$ cat src/wirs_ram.sv
// Generic single-port-write, single-read RAM with registered read data.
// No dependencies.
`default_nettype none
module wirs_ram #(
    parameter int WIDTH = 8,
    parameter int DEPTH = 64
) (
    input  wire logic                     i_clk,
    input  wire logic                     i_we,
    input  wire logic [$clog2(DEPTH)-1:0] i_waddr,
    input  wire logic [WIDTH-1:0]         i_wdata,
    input  wire logic [$clog2(DEPTH)-1:0] i_raddr,
    output logic      [WIDTH-1:0]         o_rdata
);
    logic [WIDTH-1:0] r_mem [DEPTH];
    always_ff @(posedge i_clk) begin
        if (i_we) begin
            r_mem[i_waddr] <= i_wdata;
        end
        o_rdata <= r_mem[i_raddr];
    end
endmodule
`default_nettype wire

$ cat config.mk
export PLATFORM = sky130hd
export DESIGN_NAME = wirs_ram
export DESIGN_NICKNAME = d
export VERILOG_FILES = /design/src/wirs_ram.sv
export SDC_FILE = /design/constraint.sdc
export NUM_CORES = 1
export LEC_CHECK = 0
export CORE_ASPECT_RATIO = 1.1
export CORE_MARGIN = 2
export CORE_UTILIZATION = 63
export DETAILED_ROUTE_END_ITERATION = 16
export DONT_BUFFER_PORTS = 1
export PLACE_DENSITY_LB_ADDON = 0.2
export SETUP_SLACK_MARGIN = 0.4
export SYNTH_ARGS = -nofsm -noshare
export SYNTH_HDL_FRONTEND = slang
export SYNTH_SLANG_ARGS = --single-unit
$ cat constraint.sdc
create_clock -name i_clk -period 2.56 [get_ports i_clk]
set_clock_uncertainty 0.2 [all_clocks]
set_input_delay 0.128 -clock i_clk [delete_from_list [all_inputs] [get_ports i_clk]]
set_output_delay 0.128 -clock i_clk [all_outputs]
set_load 0.02 [all_outputs]
* Yosys cells after proc, flatten, opt, wreduce, memory -nomap -nowiden
Memory sizes are Yosys's and may differ from the RTL's. A register that Yosys moved wholly into a read port is not among the register bits.
Index checks and enable logic that the tools add are counted.
** Word-level totals
- Register bits :: 0
- Memories kept :: 1
- Input bits :: 22
- RAM bits :: 512
** Memory list
- r_mem :: depth 64, width 8, rd ports 1, clocked after memory_dff 1, wr ports 1, RTL line 15 : logic [WIDTH-1:0] r_mem [DEPTH];
** Operators by class
- Mux-type cells :: 2
** Operators with widths (number)
- 1-bit two-way mux :: 2

* Longest topological paths before layout
Gate-level depths: netlist of run 1.
- Depth after elaboration :: 2
- Depth in mapped cells :: 9

* Worst setup path after synthesis of run 1
OpenSTA, ideal clock, no wires.
- Path kind :: in2reg
- Start point :: in i_raddr[1]
- End point :: reg o_rdata[3] (read register of r_mem)
- Stages :: 7
- Library setup time :: 0.128 ns
- Data required time :: 2.232 ns
- Slack :: 0.564 ns
- Data arrival time :: 1.668 ns
- Path through :: buf_4 -> buf_2 -> buf_2 -> mux4_2 -> mux4_2 -> o21ai_1 -> o41ai_1
** RTL lines
- start: declaration :: RTL line 12 : input wire logic [$clog2(DEPTH)-1:0] i_raddr,
- end: declaration :: RTL line 13 : output logic [WIDTH-1:0] o_rdata

* Worst setup path in the final report of run 1
- Start point :: in i_waddr[0]
- End point :: mem r_mem[53][3], enable pin
** RTL lines
- start: declaration :: RTL line 10 : input wire logic [$clog2(DEPTH)-1:0] i_waddr,
- end: declaration :: RTL line 15
No word-level cell before the write port.

==> impl_metrics.env, run 1 <==
export IMPL_final_common_cell="edfxtp_1"
export IMPL_clock_latency_ps=550
export IMPL_final_hold_viol_count=0
export IMPL_reg2reg_slack_ps=430
export IMPL_first_pass_iters=6
export IMPL_multiInputGateArea_um2=4410
export IMPL_syn_area_um2=20200
export IMPL_cts_setup_buffers=0
export IMPL_fmax_mhz=467
export IMPL_syn_inst=940
export IMPL_async_reset_ff_frac=0
export IMPL_die_height_um=192
export IMPL_start_kind="primary input"
export IMPL_drive_above_1_share=0.268
export IMPL_start_util=0.641
export IMPL_rsz0062_at_grt="false"
export IMPL_fin_util=0.731
export IMPL_yosys_warnings=0
export IMPL_final_area_um2=23000
export IMPL_synth_edf_count=512
export IMPL_ir_drop_uv=617
export IMPL_diodes=0
export IMPL_netlist_cell_type_count=40
export IMPL_die_w_um=175
export IMPL_yosysSeqAreaShare=0.770
export IMPL_place_gp_congestion=0.859
export IMPL_cts_buffers=48
export IMPL_rows=68
export IMPL_yosys_area_top_type_share=0.762
export IMPL_routedWlPerCell_um=30.7
export IMPL_wl_mm=45.7
export IMPL_path_clk_slew_ps=60
export IMPL_power_density_nw_per_um2=756
export IMPL_vias_per_cell=6.72
export IMPL_min_period_ps=2140
export IMPL_numPortBuffers=0
export IMPL_critical_path_class="in -> reg"
export IMPL_cts_sinks=520
export IMPL_layout_nets=1055
export IMPL_tritoncts="yes"
export IMPL_synth_top_cell_by_area="edfxtp_1"
export IMPL_cp_arrival_ps=2120
export IMPL_final_cell_mix="edfxtp_1 (512), mux4_2 (126), nor2_1 (81), buf_4 (60), clkbuf_16 (49)"
export IMPL_ys_flop_type="edfxtp_1"
export IMPL_pre_cts_slack_ps=22.2
export IMPL_drv_slew=0
export IMPL_fillCellCount=1772
export IMPL_end_kind="flip-flop"
export IMPL_num_io_pins=30
export IMPL_fin_setup_tns_ps=0
export IMPL_grt_antenna_before_repair=0
export IMPL_grt_pass1_vias=10200
export IMPL_synth_area_top_cells="edfxtp_1 (76%), mux4_2 (14%), nor2_1 (1.5%), mux2i_1 (1.1%), dfxtp_1 (0.79%)"
export IMPL_avgSynthCellArea_um2=21.5
export IMPL_final_setup_worst_slack_ps=418
export IMPL_finalSetupViolCount=0
export IMPL_grt_remaining_overflow=0
export IMPL_syn_nets=962
export IMPL_grt_max_degree=138
export IMPL_tightest_slew_ps=785
export IMPL_ys_ff_latch=520
export IMPL_timing_final_crit_share=0.837
export IMPL_cap_violations=0
export IMPL_maxSlewHeadroom=0.475
export IMPL_htree_levels=2
export IMPL_cts_buffer_depth=3
export IMPL_cp_required_ps=2540
export IMPL_grtUsageTotal=0.281
export IMPL_dr_total_vias=10000
export IMPL_hpwl_mm=25.1
export IMPL_die_area_um2=33500
export IMPL_cts_root_buf="clkbuf_16"
export IMPL_ant_nets=0
export IMPL_p_leak_uw=0.00731
export IMPL_crit_path_max_fanout=8
export IMPL_area_growth_synth_to_final_pct=14.1
export IMPL_grt_pass1_wl_mm=67.1
export IMPL_core_um2=31500
export IMPL_status="completed"
export IMPL_drtIter0Drc=1565
export IMPL_dpl_cell_area_um2=20800
export IMPL_regArea_um2=15500
export IMPL_hp_class="in -> reg"
export IMPL_hold_slack_ps=3.98
export IMPL_drcViolationCount=0
-- timing repair --
item                                   4_1_cts  5_1_grt
setup endpoints to repair                    6       31
gates resized for setup                      9       10
endpoints found under the hold margin      655       11
hold buffers                                32        2
pin swaps                                    0        3
-- metrics by stage --
stage | power (µW) | std cells
6_report | 17400 | 1489
5_1_grt | 17800 | 1489
4_1_cts | 17400 | 1487
3_5_place_dp | 10100 | 1369
3_3_place_gp | 10100 | 1369
2_1_floorplan | 10100 | 940
-- cells by family (layout without fill, tap and decap cells) --
| logic type | count (synthesis) | in the layout | share of synthesized area |
|---|---|---|---|
| DFF | 520 | 520 | 0.770 |
| muxes | 162 | 162 | 0.159 |
| and+or+nand+nor | 153 | 153 | 0.0339 |
| AOI/OAI and AO/OA | 54 | 54 | 0.0207 |
| buffers and inverters | 51 | 180 | 0.0157 |
-- power breakdown --
part / internal [µW] / total [µW] / switching [µW]
combinational: 357 / 777 / 419
sequential: 9420 / 9480 / 57.0
clock: 4240 / 7140 / 2900
total: 14000 / 17400 / 3380
-- sequential cells by signal, summed over array words and instances, names as in the netlist --
| name | count |
|---|---|
| o_rdata | 8 |
| r_mem | 512 |
-- path summary, 6_finish.rpt --
kind / startpoint / end / cells after the start
setup / recovery: i_waddr[0] / r_mem[53][3]$_DFFE_PP_ / 4
hold reg to reg: r_mem[26][4]$_DFFE_PP_ / o_rdata[4]$_DFF_P_ / 3
setup reg to reg: r_mem[55][6]$_DFFE_PP_ / o_rdata[6]$_DFF_P_ / 4
hold / removal: i_raddr[2] / o_rdata[3]$_DFF_P_ / 3
-- critical path, stage by stage --
cell and delay (ps):
dlygate4sd3_1 630, nand4_1 110, dlygate4sd3_1 630, nor2_1 610
-- cells in the mapped netlist, types with 6 or more instances --
library cell  number
a221oi_1           6
buf_2             11
buf_4             13
clkbuf_1          17
dfxtp_1            8
edfxtp_1         512
mux2_2            13
mux2i_1           23
mux4_2           126
nand2_1           19
nand2b_1           7
nand3_1           13
nor2_1            83
nor2b_1           14
nor3_1             7
o221ai_1           8
o22ai_1            8
-- layer usage --
| layer | part of all wire | track usage |
|---|---|---|
| met3 | 0.091 | 0.0592 |
| met1 | 0.38 | 0.390 |
| met5 | 0 | 0 |
| met4 | 0.030 | 0.0968 |
| met2 | 0.50 | 0.456 |
-- layout make-up --
cell class / count / area share
Tap cell: 420 / 0.0228
Timing Repair Buffer: 94 / 0.0420
Sequential cell: 520 / 0.675
Multi-Input combinational cell: 369 / 0.192
Clock buffer: 64 / 0.0562
Clock inverter: 22 / 0.0121
Note: power is estimated with default switching activity, not from simulation.
==> run 2: changes to the inputs <==
--- a/config.mk
+++ b/config.mk
@@ -7,7 +7,7 @@
 export LEC_CHECK = 0
 export CORE_ASPECT_RATIO = 1.1
 export CORE_MARGIN = 2
-export CORE_UTILIZATION = 63
+export CORE_UTILIZATION = 57
 export DETAILED_ROUTE_END_ITERATION = 16
 export DONT_BUFFER_PORTS = 1
 export PLACE_DENSITY_LB_ADDON = 0.2
==> constraint.sdc (replaced) <==
create_clock -name i_clk -period 1.9 [get_ports i_clk]
set_clock_uncertainty 0.2 [all_clocks]
set_input_delay 0.095 -clock i_clk [delete_from_list [all_inputs] [get_ports i_clk]]
set_output_delay 0.095 -clock i_clk [all_outputs]
set_load 0.02 [all_outputs]
==> run 2 against run 1 <==
Effect of this change: the flow now finishes with violations (hold timing, setup timing); register-to-register slack got worse by 560 ps; sequential share of layout area decreased by 2.1 points; design area increased by 3.2%; worst hold slack got worse by 540 ps; clock power increased by 31%; clock-buffer cell count decreased by 4; wire length decreased by 4.5%; highest routed layer unchanged; cell count increased by 0.87%; non-clock buffer count decreased by 13.
==> impl_metrics.env, run 2 (synthesized netlist as in run 1, its figures left out) <==
export IMPL_power_uw=23200
export IMPL_hp_start="i_raddr[5]"
export IMPL_rows=72
export IMPL_cts_buffers=51
export IMPL_grt_pass1_vias=9825
export IMPL_worstPathCellList="mux4_2, mux4_2, nor2_4, nor3_4, o2bb2ai_2"
export IMPL_crit_path_max_fanout=1
export IMPL_grt_pass1_wl_mm=64.3
export IMPL_routedWlPerCell_um=29.0
export IMPL_wl_mm=43.6
export IMPL_timing_final_crit_share=1.07
export IMPL_tightest_slew_ps=564
export IMPL_cp_required_ps=2150
export IMPL_hold_depth=1
export IMPL_dpl_cell_area_um2=21200
export IMPL_cts_root_buf="clkbuf_16"
export IMPL_tritoncts="yes"
export IMPL_ant_nets=0
export IMPL_drtIter0Drc=1010
export IMPL_dr_total_vias=9594
export IMPL_largest_register="r_mem"
export IMPL_die_area_um2=36900
export IMPL_grtUsageTotal=0.242
export IMPL_critical_path_class="reg -> reg"
export IMPL_r2r_start="r_mem[14][2]$_DFFE_PP_"
export IMPL_core_um2=35000
export IMPL_first_pass_iters=5
export IMPL_grt_antenna_before_repair=0
export IMPL_status="finished, violations left"
export IMPL_htree_levels=2
export IMPL_end_kind="flip-flop"
export IMPL_drive_above_1_share=0.351
export IMPL_drv_slew=0
export IMPL_hpwl_mm=24.4
export IMPL_grt_remaining_overflow=0
export IMPL_crit_slowest_cell="mux4_2"
export IMPL_num_io_pins=30
export IMPL_p_leak_uw=0.00737
export IMPL_multiInputGateArea_um2=5050
export IMPL_diodes=0
export IMPL_rr_endpoint="o_rdata[2]$_DFF_P_"
export IMPL_cap_violations=0
export IMPL_regArea_um2=15500
export IMPL_fin_util=0.677
export IMPL_crit_top_cell="mux4_2"
export IMPL_largest_register_ffs=512
export IMPL_grt_max_degree=138
export IMPL_vias_per_cell=6.39
export IMPL_final_hold_viol_count=11
export IMPL_area_growth_synth_to_final_pct=17.7
export IMPL_fillCellCount=2169
export IMPL_start_util=0.575
export IMPL_hold_slack_ps=-537
export IMPL_reg2reg_slack_ps=-130
export IMPL_min_period_ps=2030
export IMPL_die_height_um=201
export IMPL_finalSetupViolCount=8
export IMPL_power_density_nw_per_um2=976
export IMPL_path_clk_slew_ps=60
export IMPL_ir_drop_uv=842
export IMPL_hp_class="in -> reg"
export IMPL_die_w_um=183
export IMPL_layout_nets=1045
export IMPL_cts_buffer_depth=3
export IMPL_cts_sinks=520
export IMPL_cp_arrival_ps=2280
export IMPL_worstHoldEndpoint="o_rdata[5]$_DFF_P_"
export IMPL_numPortBuffers=0
export IMPL_final_setup_worst_slack_ps=-133
export IMPL_place_gp_congestion=0.828
export IMPL_clock_latency_ps=570
export IMPL_final_area_um2=23700
export IMPL_final_cell_mix="edfxtp_1 (512), mux4_2 (126), nor2_4 (60), clkbuf_16 (51), buf_4 (33)"
export IMPL_fmax_mhz=492
export IMPL_start_kind="flip-flop"
export IMPL_maxSlewHeadroom=0.624
export IMPL_final_common_cell="edfxtp_1"
export IMPL_violations="hold timing, setup timing"
export IMPL_critPathMaxStageDelay_ps=510
export IMPL_rsz0062_at_grt="true"
export IMPL_drcViolationCount=0
export IMPL_reg_top3="r_mem x512, o_rdata x8"
export IMPL_worstRegToRegCells=5
## run 2: changes by cell type in the layout (fill, tap and decap cells not counted), sizes merged
cell,delta
dlymetal6s4s,+2
buf,-9
clkinv,+7
bufinv,-4
clkbuf,-1
inv,+3
dlygate4sd3,-9
## run 2: what timing repair did
| action | in CTS | in global routing |
|---|---|---|
| setup endpoints to repair | 8 | 520 |
| pin swaps | 7 | 24 |
| cloned | 0 | 0 |
| endpoints found under the hold margin | 1008 | 80 |
| resized for setup | 26 | 25 |
| hold buffers | 23 | 4 |
| setup buffers | 0 | 23 |
## run 2: report_power, final
| part | internal [µW] | switching [µW] |
|---|---|---|
| clock | 5300 | 4020 |
| combinational | 523 | 570 |
| sequential | 12700 | 70.6 |
## run 2: how the worst max path moves through the flow
stage,from,endpoint,cells past startpoint
2_1_floorplan,r_mem[21][4]$_DFFE_PP_,o_rdata[4]$_DFF_P_,5
3_3_place_gp,r_mem[13][2]$_DFFE_PP_,o_rdata[2]$_DFF_P_,5
3_5_place_dp,r_mem[14][2]$_DFFE_PP_,o_rdata[2]$_DFF_P_,5
4_1_cts,r_mem[14][2]$_DFFE_PP_,o_rdata[2]$_DFF_P_,5
5_1_grt,r_mem[2][1]$_DFFE_PP_,o_rdata[1]$_DFF_P_,5
6_report,r_mem[14][2]$_DFFE_PP_,o_rdata[2]$_DFF_P_,5
## run 2: worst max-delay path, delay by kind of cell (launching register included)
family             cells  cell delay (ps)
muxes                  2              980
AOI/OAI and AO/OA      1              130
DFF                    1              370
and+or+nand+nor        2              240
## run 2: routing by layer
layer / vias to the layer above / GRT usage / part of all wire
li1: 4106 / - / -
met1: 5096 / 0.347 / 0.40
met2: 330 / 0.393 / 0.50
met3: 62 / 0.0434 / 0.069
met4: 0 / 0.0651 / 0.023
met5: - / 0 / 0
## run 2: per-stage QoR
| step | cells | setup WS (ps) | hold slack (ps) | TNS, ps |
|---|---|---|---|---|
| after detailed placement | 1364 | -276 | -3.72 | -1530 |
| after floorplan | 940 | 49.8 | -6.13 | 0 |
| after global routing | 1502 | -197 | -558 | -934 |
| after global placement | 1364 | -255 | -2.96 | -1350 |
| final | 1502 | -133 | -537 | -581 |
| after CTS | 1475 | -154 | -570 | -7340 |
## run 2: final cells by class
type	count	area share
Clock inverter	28	0.00896
Tap cell	444	0.0234
Clock buffer	60	0.0552
Sequential cell	520	0.654
Multi-Input combinational cell	369	0.213
Timing Repair Buffer	81	0.0452
