--- config.mk ---
export PLATFORM = sky130hd
export DESIGN_NAME = wirs_div
export DESIGN_NICKNAME = d
export VERILOG_FILES = /design/src/wirs_pkg.sv /design/src/wirs_div.sv
export SDC_FILE = /design/constraint.sdc
export NUM_CORES = 1
export LEC_CHECK = 0
export BUFFER_PORTS_ARGS = -buffer_cell sky130_fd_sc_hd__buf_4
export CAP_MARGIN = 20
export CORE_ASPECT_RATIO = 0.8
export CORE_MARGIN = 1
export CORE_UTILIZATION = 52
export DETAILED_ROUTE_END_ITERATION = 10
export PLACE_DENSITY = 0.82
export SLEW_MARGIN = 20
export SYNTH_ARGS = -nofsm -noshare
export SYNTH_HDL_FRONTEND = slang
export SYNTH_SLANG_ARGS = --single-unit
--- constraint.sdc ---
create_clock -name i_clk -period 2.75 [get_ports i_clk]
set_input_delay 0.6875 -clock i_clk [delete_from_list [all_inputs] [get_ports i_clk]]
set_output_delay 0.6875 -clock i_clk [all_outputs]
set_load 0.02 [all_outputs]
--- src/wirs_pkg.sv ---
// Shared types and constants for the weighted isotonic regression stack.
// No dependencies.
`default_nettype none
package wirs_pkg;
    localparam int VALUE_W  = 32;
    localparam int WEIGHT_W = 16;
    localparam int WSUM_W   = 22;
    localparam int IDX_W    = 6;
    localparam int NUM_W    = 55;   // |value*weight| sum fits 32+22+1 bits
    typedef logic signed [VALUE_W-1:0] t_value;
    typedef logic [WSUM_W-1:0]         t_wsum;
    typedef struct packed {
        logic                    start;
        logic signed [NUM_W-1:0] num;
        logic [WSUM_W-1:0]       den;
    } t_div_req;
endpackage
`default_nettype wire

--- src/wirs_div.sv ---
// Restoring signed divider, one quotient bit per cycle, truncating toward zero.
// Depends on wirs_pkg.
`default_nettype none
module wirs_div (
    input  wire logic              i_clk,
    input  wire logic              i_rst_n,
    input  wire wirs_pkg::t_div_req i_req,
    output logic                   o_done,
    output wirs_pkg::t_value       o_quot
);
    import wirs_pkg::*;
    localparam int CNT_W = $clog2(NUM_W + 1);
    logic              r_busy, n_busy;
    logic [CNT_W-1:0]  r_cnt, n_cnt;
    logic [NUM_W-1:0]  r_q, n_q;
    logic [WSUM_W:0]   r_rem, n_rem;
    logic [WSUM_W-1:0] r_den, n_den;
    logic              r_neg, n_neg;
    logic              r_done, n_done;
    logic [WSUM_W:0]   w_trial;
    logic [NUM_W-1:0]  w_mag;
    logic [NUM_W-1:0]  w_sq;

    assign w_trial = {r_rem[WSUM_W-1:0], r_q[NUM_W-1]};
    assign w_mag   = i_req.num[NUM_W-1] ? NUM_W'(-i_req.num) : NUM_W'(i_req.num);

    always_comb begin
        n_busy = r_busy; n_cnt = r_cnt; n_q = r_q; n_rem = r_rem;
        n_den = r_den; n_neg = r_neg; n_done = 1'b0;
        if (i_req.start) begin
            n_busy = 1'b1; n_cnt = CNT_W'(NUM_W); n_q = w_mag;
            n_rem = '0; n_den = i_req.den; n_neg = i_req.num[NUM_W-1];
        end else if (r_busy) begin
            // shift one dividend bit in, subtract when it fits
            if (w_trial >= {1'b0, r_den}) begin
                n_rem = w_trial - {1'b0, r_den};
                n_q   = {r_q[NUM_W-2:0], 1'b1};
            end else begin
                n_rem = w_trial;
                n_q   = {r_q[NUM_W-2:0], 1'b0};
            end
            n_cnt = r_cnt - 1'b1;
            if (r_cnt == CNT_W'(1)) begin
                n_busy = 1'b0; n_done = 1'b1;
            end
        end
    end

    always_ff @(posedge i_clk) begin
        if (!i_rst_n) begin
            r_busy <= 1'b0; r_done <= 1'b0; r_cnt <= '0;
        end else begin
            r_busy <= n_busy; r_done <= n_done; r_cnt <= n_cnt;
        end
        r_q <= n_q; r_rem <= n_rem; r_den <= n_den; r_neg <= n_neg;
    end

    assign w_sq   = r_neg ? (~r_q + 1'b1) : r_q;
    assign o_quot = w_sq[VALUE_W-1:0];
    assign o_done = r_done;

    assert property (@(posedge i_clk) disable iff (!i_rst_n) r_done |-> !r_busy)
        else $error("divider done while busy");
    assert property (@(posedge i_clk) disable iff (!i_rst_n)
        r_busy && !i_req.start |=> r_cnt == $past(r_cnt) - 1'b1 || r_done)
        else $error("divider count skipped");
    assert property (@(posedge i_clk) disable iff (!i_rst_n) !r_busy |-> !$rose(r_done) || $past(r_busy))
        else $error("divider done without work");
endmodule
`default_nettype wire

---- After elaboration in Yosys (flattened, before gate mapping) ----
Cells that the tools add are included.
cells by class
  add/subtract/negate cells ............... 4
  magnitude comparators ................... 1
  equal/unequal tests ..................... 1
  muxes and demuxes ....................... 12
  bitwise logic cells ..................... 3
  reductions and logical operators ........ 3
operators by type and width
  kind                                                  count
  2-to-1 mux 55 bit                                     3
  negator 55 bit                                        1
  adder 32 x 1 -> 32 bit (second input constant)        1
  2-to-1 mux 32 bit                                     1
  inverter 32 bit                                       1
  >= comparator 23 x 22 -> 1 bit                        1
  2-to-1 mux 22 bit                                     1
  subtractor 22 bit                                     1
  2-to-1 mux 6 bit                                      2
  equality test 6 x 1 -> 1 bit (second input constant)  1
  subtractor 6 x 1 -> 6 bit (second input constant)     1
  2-to-1 mux 1 bit                                      5
  OR reduction 3 bit                                    1
  inverter 1 bit                                        2
  nonzero test 2 bit                                    1
  OR reduction 2 bit                                    1
word-level totals
  register bits after elaboration ......... 108
  bits of input ports ..................... 80
  output and inout port bits .............. 33
  logic and storage cells ................. 32

---- Depth between registers and ports, before layout ----
Gate-level depths: netlist of run 1.
  depth after elaboration ................. 4
  gate-level depth with buffers ........... 12

---- Least setup slack after synthesis of run 1 ----
OpenSTA, ideal clock, no wires.
  path type ............................... reg2out
  start point ............................. register r_q[5]
  end point ............................... output port o_quot[29]
  data arrival time ....................... 2212 ps
  data required time ...................... 2062 ps
  setup slack ............................. -150 ps
  stages on the path, launching flop included .. 8
  path buffers ............................ 0
  path through ............................ edfxtp_1 -> nor4_1 -> nand2_1 -> or4_1 -> nor2_1 -> nand2_1 -> o41ai_1 -> xnor2_1
on the way
  longest elaborated chain between the ends .. 3
ends and longest elaborated chain
  what                      line            source
  start: declaration        wirs_div.sv:15  logic [NUM_W-1:0] r_q, n_q;
  start signal: assignment  wirs_div.sv:55  r_q <= n_q; r_rem <= n_rem; r_den <= n_den; r_neg <= n_neg;
  inverter 32 bit           wirs_div.sv:58  assign w_sq = r_neg ? (~r_q + 1'b1) : r_q;
  adder 32 x 1 -> 32 bit    wirs_div.sv:58
  2-to-1 mux 32 bit         wirs_div.sv:58
  end: declaration          wirs_div.sv:9   output wirs_pkg::t_value o_quot
Every way passes these cells.

---- Final worst setup path of run 1 ----
  start point ............................. register r_q[3]
  end point ............................... output port o_quot[24]
The elaborated chain is that of the path after synthesis.

==> results of run 1 <==
worst max path at each step:
stage                                 from                end  cells after the start
final                     r_q[3]$_DFFE_PP_         o_quot[24]                      9
after detailed placement         i_req[27]  r_q[49]$_DFFE_PP_                      9
after CTS                 r_q[0]$_DFFE_PP_         o_quot[16]                      9
after global routing      r_q[0]$_DFFE_PP_         o_quot[24]                     10
after global placement           i_req[27]  r_q[39]$_DFFE_PP_                      8
after floorplan                  i_req[35]  r_q[39]$_DFFE_PP_                      7
cells in the final DEF (no fill, tap or decap), types with 7 or more instances in the layout:
master / n
o31ai_1: 8
nand3_1: 13
xnor2_1: 35
edfxtp_1: 78
xor2_1: 55
mux2i_1: 16
inv_1: 34
xnor2_2: 10
nand2_1: 39
nand2b_1: 7
a311oi_1: 7
o21ai_0: 29
clkbuf_16: 9
o41ai_1: 7
nand2_4: 8
a211oi_1: 10
nor2_1: 114
o31ai_4: 17
nand2_2: 8
a21oi_1: 67
buf_4: 208
dfxtp_1: 30
ha_1: 24
or3_1: 7
buf_6: 11
layout make-up:
| cell class | instances | area (um2) | share of cell area |
|---|---|---|---|
| sequential | 108 | 2940 | 0.289 |
| clock inverter | 7 | 88.8 | 0.00873 |
| inverter | 38 | 143 | 0.0140 |
| tap | 180 | 225 | 0.0221 |
| timing repair buffer | 222 | 1740 | 0.171 |
| multi-input combinational | 613 | 4810 | 0.473 |
| clock buffer | 9 | 225 | 0.0221 |
cell usage after synthesis, drive strengths merged (10+ instances only):
library cell,instances
nor3,12
nor2,119
o21ai,43
clkbuf,29
nand2,56
o31ai,25
a211oi,12
mux2i,16
xor2,56
dfxtp,30
inv,38
a21oi,71
xnor2,45
edfxtp,78
nand3,13
ha,26
nor4,10
o41ai,14
or4,11
worst min-delay path: stages (launching register included):
cell	delay (ns)
dfxtp_1	0.33
nand2_1	0.05
o21ai_0	0.06
registers in the layout (all words and copies together) (netlist names):
register,flops
r_rem,22
r_busy,1
r_cnt,6
r_den,22
o_done,1
r_q,55
r_neg,1
what timing repair did:
item,in CTS,in global routing
setup endpoints to repair,41,68
setup buffers,16,13
gates resized for setup,65,84
pin swaps,30,51
metal layers:
metal  up-vias  share of wire  wire length, um
met5         -              0                0
met2       336           0.51            11100
met3        62          0.063             1390
li1       3263              -                -
met1      3367           0.40             8760
met4         0          0.031              669
power groups by stage:
stage               logic [mW]  clock network, mW  registers [mW]
finish                    1.74               1.39            2.07
detailed placement        1.51                  0            2.07
CTS                       1.58               1.41            2.05
global route              1.87               1.46            2.08
global placement          1.48                  0            2.07
floorplan                0.938                  0            2.06
metrics by stage:
step / instances / cell area (um2) / setup slack [ns] / util / TNS [ns]
2_1_floorplan: 795 / 7340 / -0.134 / - / -0.754
3_3_place_gp: 1138 / 8920 / -0.425 / 0.656 / -9.91
3_5_place_dp: 1138 / 8920 / -0.478 / 0.656 / -12.04
4_1_cts: 1170 / 9670 / -0.492 / 0.711 / -9.06
5_1_grt: 1177 / 10200 / -0.750 / 0.748 / -14.47
6_report: 1177 / 10200 / -0.655 / 0.748 / -11.15
cells by family (layout without fill, tap and decap cells):
| kind of cell | count (synthesis) | in the layout | synth area share |
|---|---|---|---|
| buf+inv | 74 | 276 | 0.0398 |
| xor+xnor | 101 | 101 | 0.122 |
| fa+ha+maj | 27 | 27 | 0.0475 |
| flops | 108 | 108 | 0.405 |
| mux | 17 | 17 | 0.0236 |
| simple gates | 269 | 269 | 0.184 |
| compound gates | 199 | 199 | 0.179 |
==> results.tsv, run 1 <==
stage	metric	value	unit
status	status	finished, violations left	
status	violations	negative setup slack	
worst_setup_path	path_class	reg2out	
timing	fmax	0.294	GHz
timing	slew_headroom	0.465	
cts	clk_latency	0.36	ns
global_route	use_met1	0.346	
synth	syn_area	7270	um2
timing	setup_viol	33	
worst_hold_path	hold_end	r_rem[2]$_SDFFE_PP0P_	
cts	cts_made_buffers	9	
worst_setup_path	crit_required	2.06	ns
worst_setup_path	r2r_end	r_rem[12]$_SDFFE_PP0P_	
worst_setup_path	crit_top_cell	buf_4	
layout	nNetsFinal	1099	
timing	hold_viol	0	
power	peakVddDrop	0.501	mV
global_route	grt_pass1_wl	30600	um
power	pwr-share-comb	0.334	
power	clockPowerShare	0.268	
detailed_routing	vias	7028	
floorplan	start_util	0.534	
global_route	antenna_found_initial	0	
worst_hold_path	whs_path_depth	2	
detailed_routing	drt.antenna.violating_nets	0	
worst_hold_path	hp-class	reg2reg	
placement	hpwl	12900	um
timing	fin_crit_sh	1.24	
synth	avgSynthCellArea	9.14	um2
layout	n_antenna_cell	0	
timing	finClkSkew	0.00768	ns
cts	hold_buffers	0	
detailed_routing	wirelength	21900	um
cts	cts_tree	done	
synth	synth_cell_types	63	
synth	synth_top_area_frac	0.322	
timing	holdWs	0.491	ns
timing	worst_slew_pin_slew	0.802	ns
layout	syn2layout_area_growth	40.1	%
synth	ys_seq_elements	108	
layout	drive_gt1_frac	0.352	
synth	ys_warn_count	0	
worst_setup_path	arrival	2.72	ns
cts	clk_pin_slew	0.07	ns
detailed_routing	dr.pass1.iters	5	
synth	yosysSeqAreaShare	0.405	
worst_setup_path	rrSetupSlack	0	ns
placement	routabilityCongestion	0.870	
floorplan	core	13600	um2
worst_setup_path	r2r-start	r_q[54]$_DFFE_PP_	
detailed_routing	drt_iter0_markers	639	
cts	cts-root-buf	clkbuf_16	
global_route	use_met2	0.442	
floorplan	dieArea	14500	um2
detailed_routing	drc	0	
timing	rsz0062_at_grt	yes	
power	p_sw	1.68	mW
detailed_routing	vias_per_cell	5.97	
synth	ys.flop_type	edfxtp_1	
synth	yosys.area.top_type	edfxtp_1	
worst_setup_path	cp_cell_sequence	nor4_4, buf_4, nand2b_4, or4_4, nor2_4, nand2_4, o31ai_4, xnor2_1, buf_4	
global_route	grt_util_met3	0.0494	
worst_setup_path	path_delay_family	simple AND/OR/NAND/NOR gates	
synth	synth_edf_count	78	
layout	fillers	879	
synth	netlist_top_cells_area	edfxtp_1 (32%), dfxtp_1 (8.3%), xor2_1 (6.8%), nor2_1 (6.1%), xnor2_1 (5.4%)	
floorplan	die_w	134	um
synth	syn_nets	902	
worst_setup_path	max_stage_delay	0.47	ns
worst_setup_path	slowest_stage	or4_4	
power	seq_power_share	0.398	
worst_setup_path	r2r_cells	13	
cts	cts.sinks	108	
worst_setup_path	worstPathBufferInverterCount	2	
job	drv_cap	0	
synth	synthCells	795	
worst_hold_path	hold_start	r_rem[2]$_SDFFE_PP0P_	
floorplan	rows	38	
global_route	grt_pass1_vias	6363	
cts	cts_buffer_depth	2	
global_route	track_usage	0.268	
global_route	grt_remaining_overflow	0	
floorplan	io_pins	113	
power	power.total	5.20	mW
power	p_int	3.51	mW
timing	min_period	3.40	ns
worst_setup_path	cp_max_fo	3	
global_route	top_usage_layer	met2	
timing	fin_ws	-0.655	ns
synth	synthArstFlopShare	0	
power	powerDensity	511	nW/um2
global_route	grt_max_degree	56	
cts	cts_max_level	3	
power	power.leakage	4.17	nW
placement	port_buffers	112	
floorplan	die_h	108	um
power	netSwitchingFraction	0.324	
worst_setup_path	start_kind	flop	
timing	slew_violations	0	
detailed_routing	wl_per_cell	18.6	um
worst_setup_path	end_kind	output pin	
(Power assumes the default switching activity.)
==> run 2, diff against run 1 <==
--- a/config.mk
+++ b/config.mk
@@ -11,6 +11,7 @@
 export CORE_MARGIN = 1
 export CORE_UTILIZATION = 52
 export DETAILED_ROUTE_END_ITERATION = 10
+export MAX_ROUTING_LAYER = met4
 export PLACE_DENSITY = 0.82
 export SLEW_MARGIN = 20
 export SYNTH_ARGS = -nofsm -noshare
==> run 2 against run 1 <==
Effect of this change: the flow still finishes with violations (negative setup slack); sequential power is essentially flat; critical path depth unchanged; count of clock-buffer cells in the layout unchanged; maximum frequency is 0.51% lower; first-iteration DRC count decreased by 0.94%; worst hold slack hardly changed; via count fell by 0.18%; sequential share of layout area is essentially flat; worst setup slack worse by 0.018 ns; critical path type unchanged; highest routed layer unchanged.
==> results.tsv, run 2 (synthesized netlist as in run 1, its figures left out) <==
stage	metric	value	unit
timing	hold_viol	0	
worst_setup_path	path_delay_family	simple AND/OR/NAND/NOR gates	
layout	instances_no_fill	1177	
status	status	finished, violations left	
timing	fin_crit_sh	1.24	
layout	layout_common_cells	buf_4 (207), nor2_1 (113), edfxtp_1 (78)	
cts	cts_buffer_depth	2	
timing	worst_slew_pin_slew	0.797	ns
worst_hold_path	hp-class	reg2reg	
power	clockPowerShare	0.267	
power	peakVddDrop	0.500	mV
placement	place_ws	-0.478	ns
worst_setup_path	start_kind	flop	
detailed_routing	dr.pass1.iters	7	
timing	holdWs	0.492	ns
worst_setup_path	slowest_stage	or4_4	
worst_setup_path	arrival	2.73	ns
floorplan	io_pins	113	
detailed_routing	drt_iter0_markers	633	
placement	routabilityCongestion	0.884	
power	netSwitchingFraction	0.323	
floorplan	start_util	0.534	
cts	cts-root-buf	clkbuf_16	
timing	fmax	0.292	GHz
floorplan	rows	38	
cts	clk_pin_slew	0.07	ns
detailed_routing	drt.antenna.violating_nets	0	
worst_setup_path	worstPathBufferInverterCount	2	
power	seq_power_share	0.398	
layout	layout_commonest_cell	buf_4	
floorplan	die_h	108	um
worst_setup_path	end_kind	output pin	
worst_setup_path	crit_required	2.06	ns
job	drv_cap	0	
placement	hpwl	12900	um
timing	tns	-10.98	ns
cts	cts_made_buffers	9	
worst_setup_path	max_stage_delay	0.46	ns
placement	place_area	8920	um2
status	violations	negative setup slack	
placement	dpl.cell_count	1138	
timing	finClkSkew	0.00821	ns
worst_setup_path	cp_cell_sequence	nor4_4, buf_4, nand2b_4, or4_4, nor2_4, nand2_4, o31ai_4, xnor2_1, buf_4	
timing	rsz0062_at_grt	yes	
layout	syn2layout_area_growth	40.2	%
placement	port_buffers	112	
timing	setup_viol	31	
power	power.leakage	4.17	nW
timing	slew_violations	0	
power	pwr-share-comb	0.335	
floorplan	dieArea	14500	um2
layout	nNetsFinal	1099	
layout	max_flop_register	r_q	
layout	utilization	0.749	
power	p_int	3.52	mW
layout	top_regs	r_q: 55 flops, r_den: 22 flops, r_rem: 22 flops	
layout	drive_gt1_frac	0.354	
detailed_routing	vias	7015	
floorplan	die_w	134	um
detailed_routing	drc	0	
global_route	track_usage	0.276	
cts	cts_tree	done	
detailed_routing	vias_per_cell	5.96	
global_route	grt_remaining_overflow	0	
worst_setup_path	cp_max_fo	3	
global_route	antenna_found_initial	0	
floorplan	core	13600	um2
cts	clk_latency	0.36	ns
layout	stdcell_area	10200	um2
power	power.total	5.20	mW
power	p_sw	1.68	mW
layout	largest_reg_flops	55	
detailed_routing	wirelength	21800	um
timing	slew_headroom	0.469	
global_route	grt_pass1_vias	6365	
detailed_routing	wl_per_cell	18.6	um
timing	min_period	3.42	ns
timing	fin_ws	-0.672	ns
layout	n_antenna_cell	0	
worst_setup_path	path_class	reg2out	
global_route	grt_pass1_wl	30700	um
cts	cts.sinks	108	
cts	hold_buffers	0	
power	powerDensity	510	nW/um2
worst_setup_path	crit_top_cell	buf_4	
cts	cts_max_level	3	
global_route	grt_max_degree	56	
[run 2: cell counts in the layout (fill, tap and decap cells not counted)]
Identical to the previous run, type by type.
[run 2: final timing paths]
check / end / cells past startpoint / startpoint / slack, ns
setup / recovery: o_quot[24] / 9 / r_q[3]$_DFFE_PP_ / -0.67
hold / removal: r_rem[2]$_SDFFE_PP0P_ / 2 / r_rem[2]$_SDFFE_PP0P_ / 0.49
setup reg to reg: r_rem[12]$_SDFFE_PP0P_ / 13 / r_q[54]$_DFFE_PP_ / 0
hold reg to reg: r_rem[2]$_SDFFE_PP0P_ / 2 / r_rem[2]$_SDFFE_PP0P_ / 0.49
[run 2: what timing repair did]
action	CTS	global route
setup endpoints to repair	41	68
setup buffers	16	13
pin swaps	30	51
cloned	0	0
gates resized for setup	65	88
[run 2: layout make-up]
| cell class | instances | area (um2) |
|---|---|---|
| Clock buffer | 9 | 225 |
| Fill cell | 874 | 3410 |
| Tap cell | 180 | 225 |
| Timing Repair Buffer | 222 | 1740 |
| Inverter | 38 | 143 |
| Sequential cell | 108 | 2940 |
| Clock inverter | 7 | 88.8 |
| Multi-Input combinational cell | 613 | 4820 |
[run 2: per-layer routing]
metal / up-vias / track usage / part of all wire
met5: - / - / 0
met4: 0 / 0.112 / 0.030
met3: 61 / 0.0490 / 0.064
met2: 337 / 0.442 / 0.50
met1: 3350 / 0.348 / 0.40
li1: 3267 / - / -
[run 2: worst min-delay path, stage by stage (launching register included)]
cell,delay (ns)
dfxtp_1,0.33
nand2_1,0.05
o21ai_0,0.06
[run 2: power groups by stage]
stage / Clock (mW) / Sequential (mW) / Combinational, mW
floorplan: 0 / 2.06 / 0.938
finish: 1.39 / 2.07 / 1.74
global placement: 0 / 2.07 / 1.48
global route: 1.46 / 2.08 / 1.87
detailed placement: 0 / 2.07 / 1.51
CTS: 1.41 / 2.05 / 1.58
==> run 3, diff against run 2 <==
==> constraint.sdc (replaced) <==
create_clock -name i_clk -period 2.75 [get_ports i_clk]
set_input_delay 0.825 -clock i_clk [delete_from_list [all_inputs] [get_ports i_clk]]
set_output_delay 0.825 -clock i_clk [all_outputs]
set_load 0.02 [all_outputs]
==> run 3 against run 2 <==
Effect of this change: the flow still finishes with violations (negative setup slack); critical path type unchanged; critical path depth stayed put; worst setup slack worse by 0.059 ns; design area is 2.3% higher; largest power group unchanged; critical endpoint is now o_quot[28].
==> results.tsv, run 3 (synthesized netlist as in run 1, its figures left out) <==
stage	metric	value	unit
status	status	finished, violations left	
status	violations	negative setup slack	
job	drv_cap	0	
layout	seq_area	2940	um2
layout	fillers	838	
detailed_routing	drc	0	
worst_setup_path	path_class	reg2out	
floorplan	dieArea	14500	um2
floorplan	core	13600	um2
layout	layout_common_cells	buf_4 (241), nor2_1 (115), edfxtp_1 (78)	
detailed_routing	wl_per_cell	18.2	um
timing	slew_violations	0	
timing	min_period	3.48	ns
timing	fin_crit_sh	1.27	
worst_setup_path	cp_max_fo	3	
global_route	grt_remaining_overflow	0	
cts	cts_tree	done	
detailed_routing	wl_met3	1340	um
worst_setup_path	crit_top_cell	buf_4	
worst_setup_path	worstPathBufferInverterCount	2	
timing	worst_slew_pin_slew	0.768	ns
worst_setup_path	r2r_cells	13	
worst_setup_path	crit_required	1.93	ns
layout	top_regs	r_q: 55 flops, r_den: 22 flops, r_rem: 22 flops	
cts	cts_buffer_depth	2	
layout	nNetsFinal	1138	
floorplan	io_pins	113	
layout	instances_no_fill	1216	
timing	finClkSkew	0.00928	ns
worst_setup_path	r2r-start	r_q[54]$_DFFE_PP_	
power	peakVddDrop	0.375	mV
detailed_routing	drt.antenna.violating_nets	0	
power	powerDensity	496	nW/um2
worst_hold_path	whs_path_depth	2	
global_route	grt_pass1_wl	33700	um
layout	n_antenna_cell	0	
worst_setup_path	rrSetupSlack	0.09	ns
layout	multiInputGateArea	4770	um2
cts	cts_made_buffers	9	
worst_setup_path	arrival	2.66	ns
cts	clk_latency	0.35	ns
cts	cts.sinks	108	
power	power.leakage	4.34	nW
floorplan	die_w	134	um
worst_setup_path	end_kind	output pin	
detailed_routing	wirelength	22100	um
placement	port_buffers	112	
layout	max_flop_register	r_q	
timing	slew_headroom	0.488	
worst_hold_path	hold_start	r_rem[5]$_SDFFE_PP0P_	
detailed_routing	vias	7244	
placement	place_ws	-0.628	ns
layout	largest_reg_flops	55	
cts	hold_buffers	0	
worst_setup_path	r2r_end	r_rem[20]$_SDFFE_PP0P_	
timing	fin_ws	-0.731	ns
worst_setup_path	start_kind	flop	
worst_setup_path	cp_cell_sequence	nor4_4, buf_4, nand2b_4, or4_4, nor2_4, nand2_2, o31ai_4, xnor2_2, buf_4	
worst_setup_path	path_delay_family	simple AND/OR/NAND/NOR gates	
layout	layout_commonest_cell	buf_4	
layout	syn2layout_area_growth	43.5	%
floorplan	start_util	0.534	
floorplan	rows	38	
detailed_routing	topRoutingLayerUsed	met4	
global_route	track_usage	0.302	
placement	hpwl	14100	um
worst_hold_path	hold_end	r_rem[5]$_SDFFE_PP0P_	
detailed_routing	dr.pass1.iters	5	
placement	routabilityCongestion	0.866	
floorplan	die_h	108	um
worst_hold_path	hp-class	reg2reg	
layout	drive_gt1_frac	0.380	
detailed_routing	drt-met1-wl	8980	um
timing	hold_viol	0	
detailed_routing	drt_iter0_markers	754	
global_route	antenna_found_initial	0	
layout	stdcell_area	10400	um2
cts	clk_pin_slew	0.08	ns
placement	place_area	9300	um2
power	power.total	5.17	mW
timing	fmax	0.287	GHz
detailed_routing	vias_per_cell	5.96	
cts	cts-root-buf	clkbuf_16	
cts	cts_max_level	3	
detailed_routing	wl_met2	10900	um
placement	dpl.cell_count	1168	
timing	setup_viol	44	
global_route	grt_pass1_vias	6962	
worst_setup_path	max_stage_delay	0.46	ns
worst_setup_path	slowest_stage	or4_4	
timing	rsz0062_at_grt	yes	
global_route	grt_max_degree	63	
run 3: changes by cell type in the layout (fill, tap and decap cells not counted), moves of 3 or more:
cell	change
o31ai_4	-5
clkinv_2	-4
buf_4	+34
o31ai_2	+5
o21ai_2	+3
o41ai_4	-3
buf_6	+4
clkinvlp_4	+3
run 3: how the worst max path moves through the flow:
stage / startpoint / endpoint / slack [ns] / cells past startpoint
final: r_q[3]$_DFFE_PP_ / o_quot[28] / -0.73 / 9
after global routing: r_q[3]$_DFFE_PP_ / o_quot[28] / -0.81 / 9
after global placement: i_req[27] / r_q[39]$_DFFE_PP_ / -0.51 / 8
after detailed placement: i_req[27] / r_q[51]$_DFFE_PP_ / -0.63 / 9
after floorplan: i_req[35] / r_q[39]$_DFFE_PP_ / -0.27 / 7
after CTS: r_q[0]$_DFFE_PP_ / o_quot[29] / -0.68 / 9
run 3: layout make-up:
class,instances,share of cell area
clock buffer,11,0.0233
clock inverter,5,0.00348
inverter,38,0.0137
multi-input combinational,613,0.457
sequential,108,0.282
tap,180,0.0216
timing repair buffer,261,0.199
run 3: per-stage QoR:
| step | setup TNS (ns) | hold WS [ns] | utilization |
|---|---|---|---|
| 2_1_floorplan | -2.99 | 0.453 | - |
| 3_3_place_gp | -13.68 | 0.469 | 0.684 |
| 3_5_place_dp | -17.38 | 0.484 | 0.684 |
| 4_1_cts | -13.07 | 0.494 | 0.741 |
| 5_1_grt | -18.48 | 0.520 | 0.767 |
| 6_report | -14.48 | 0.490 | 0.767 |
run 3: timing repair:
action | CTS | global route
pin swaps | 47 | 55
endpoints found under the setup margin | 61 | 72
gates cloned | 0 | 0
gates resized for setup | 81 | 46
setup buffers | 17 | 16
run 3: layer usage:
metal	up-vias	global-route usage
met5	-	-
met4	0	0.135
met3	73	0.0485
met2	334	0.491
met1	3484	0.373
li1	3353	-
run 3: tightest hold or removal path, stage by stage (launching register included):
cell	delay [ns]
dfxtp_1	0.33
nand2_1	0.05
o21ai_0	0.06
run 3: power by group:
group	internal, mW	switching, mW	total (mW)	leakage (nW)
sequential	1.94	0.108	2.04	1.01
clock	0.642	0.614	1.26	0.124
combinational	0.867	1.00	1.87	3.21
total	3.44	1.72	5.17	4.34
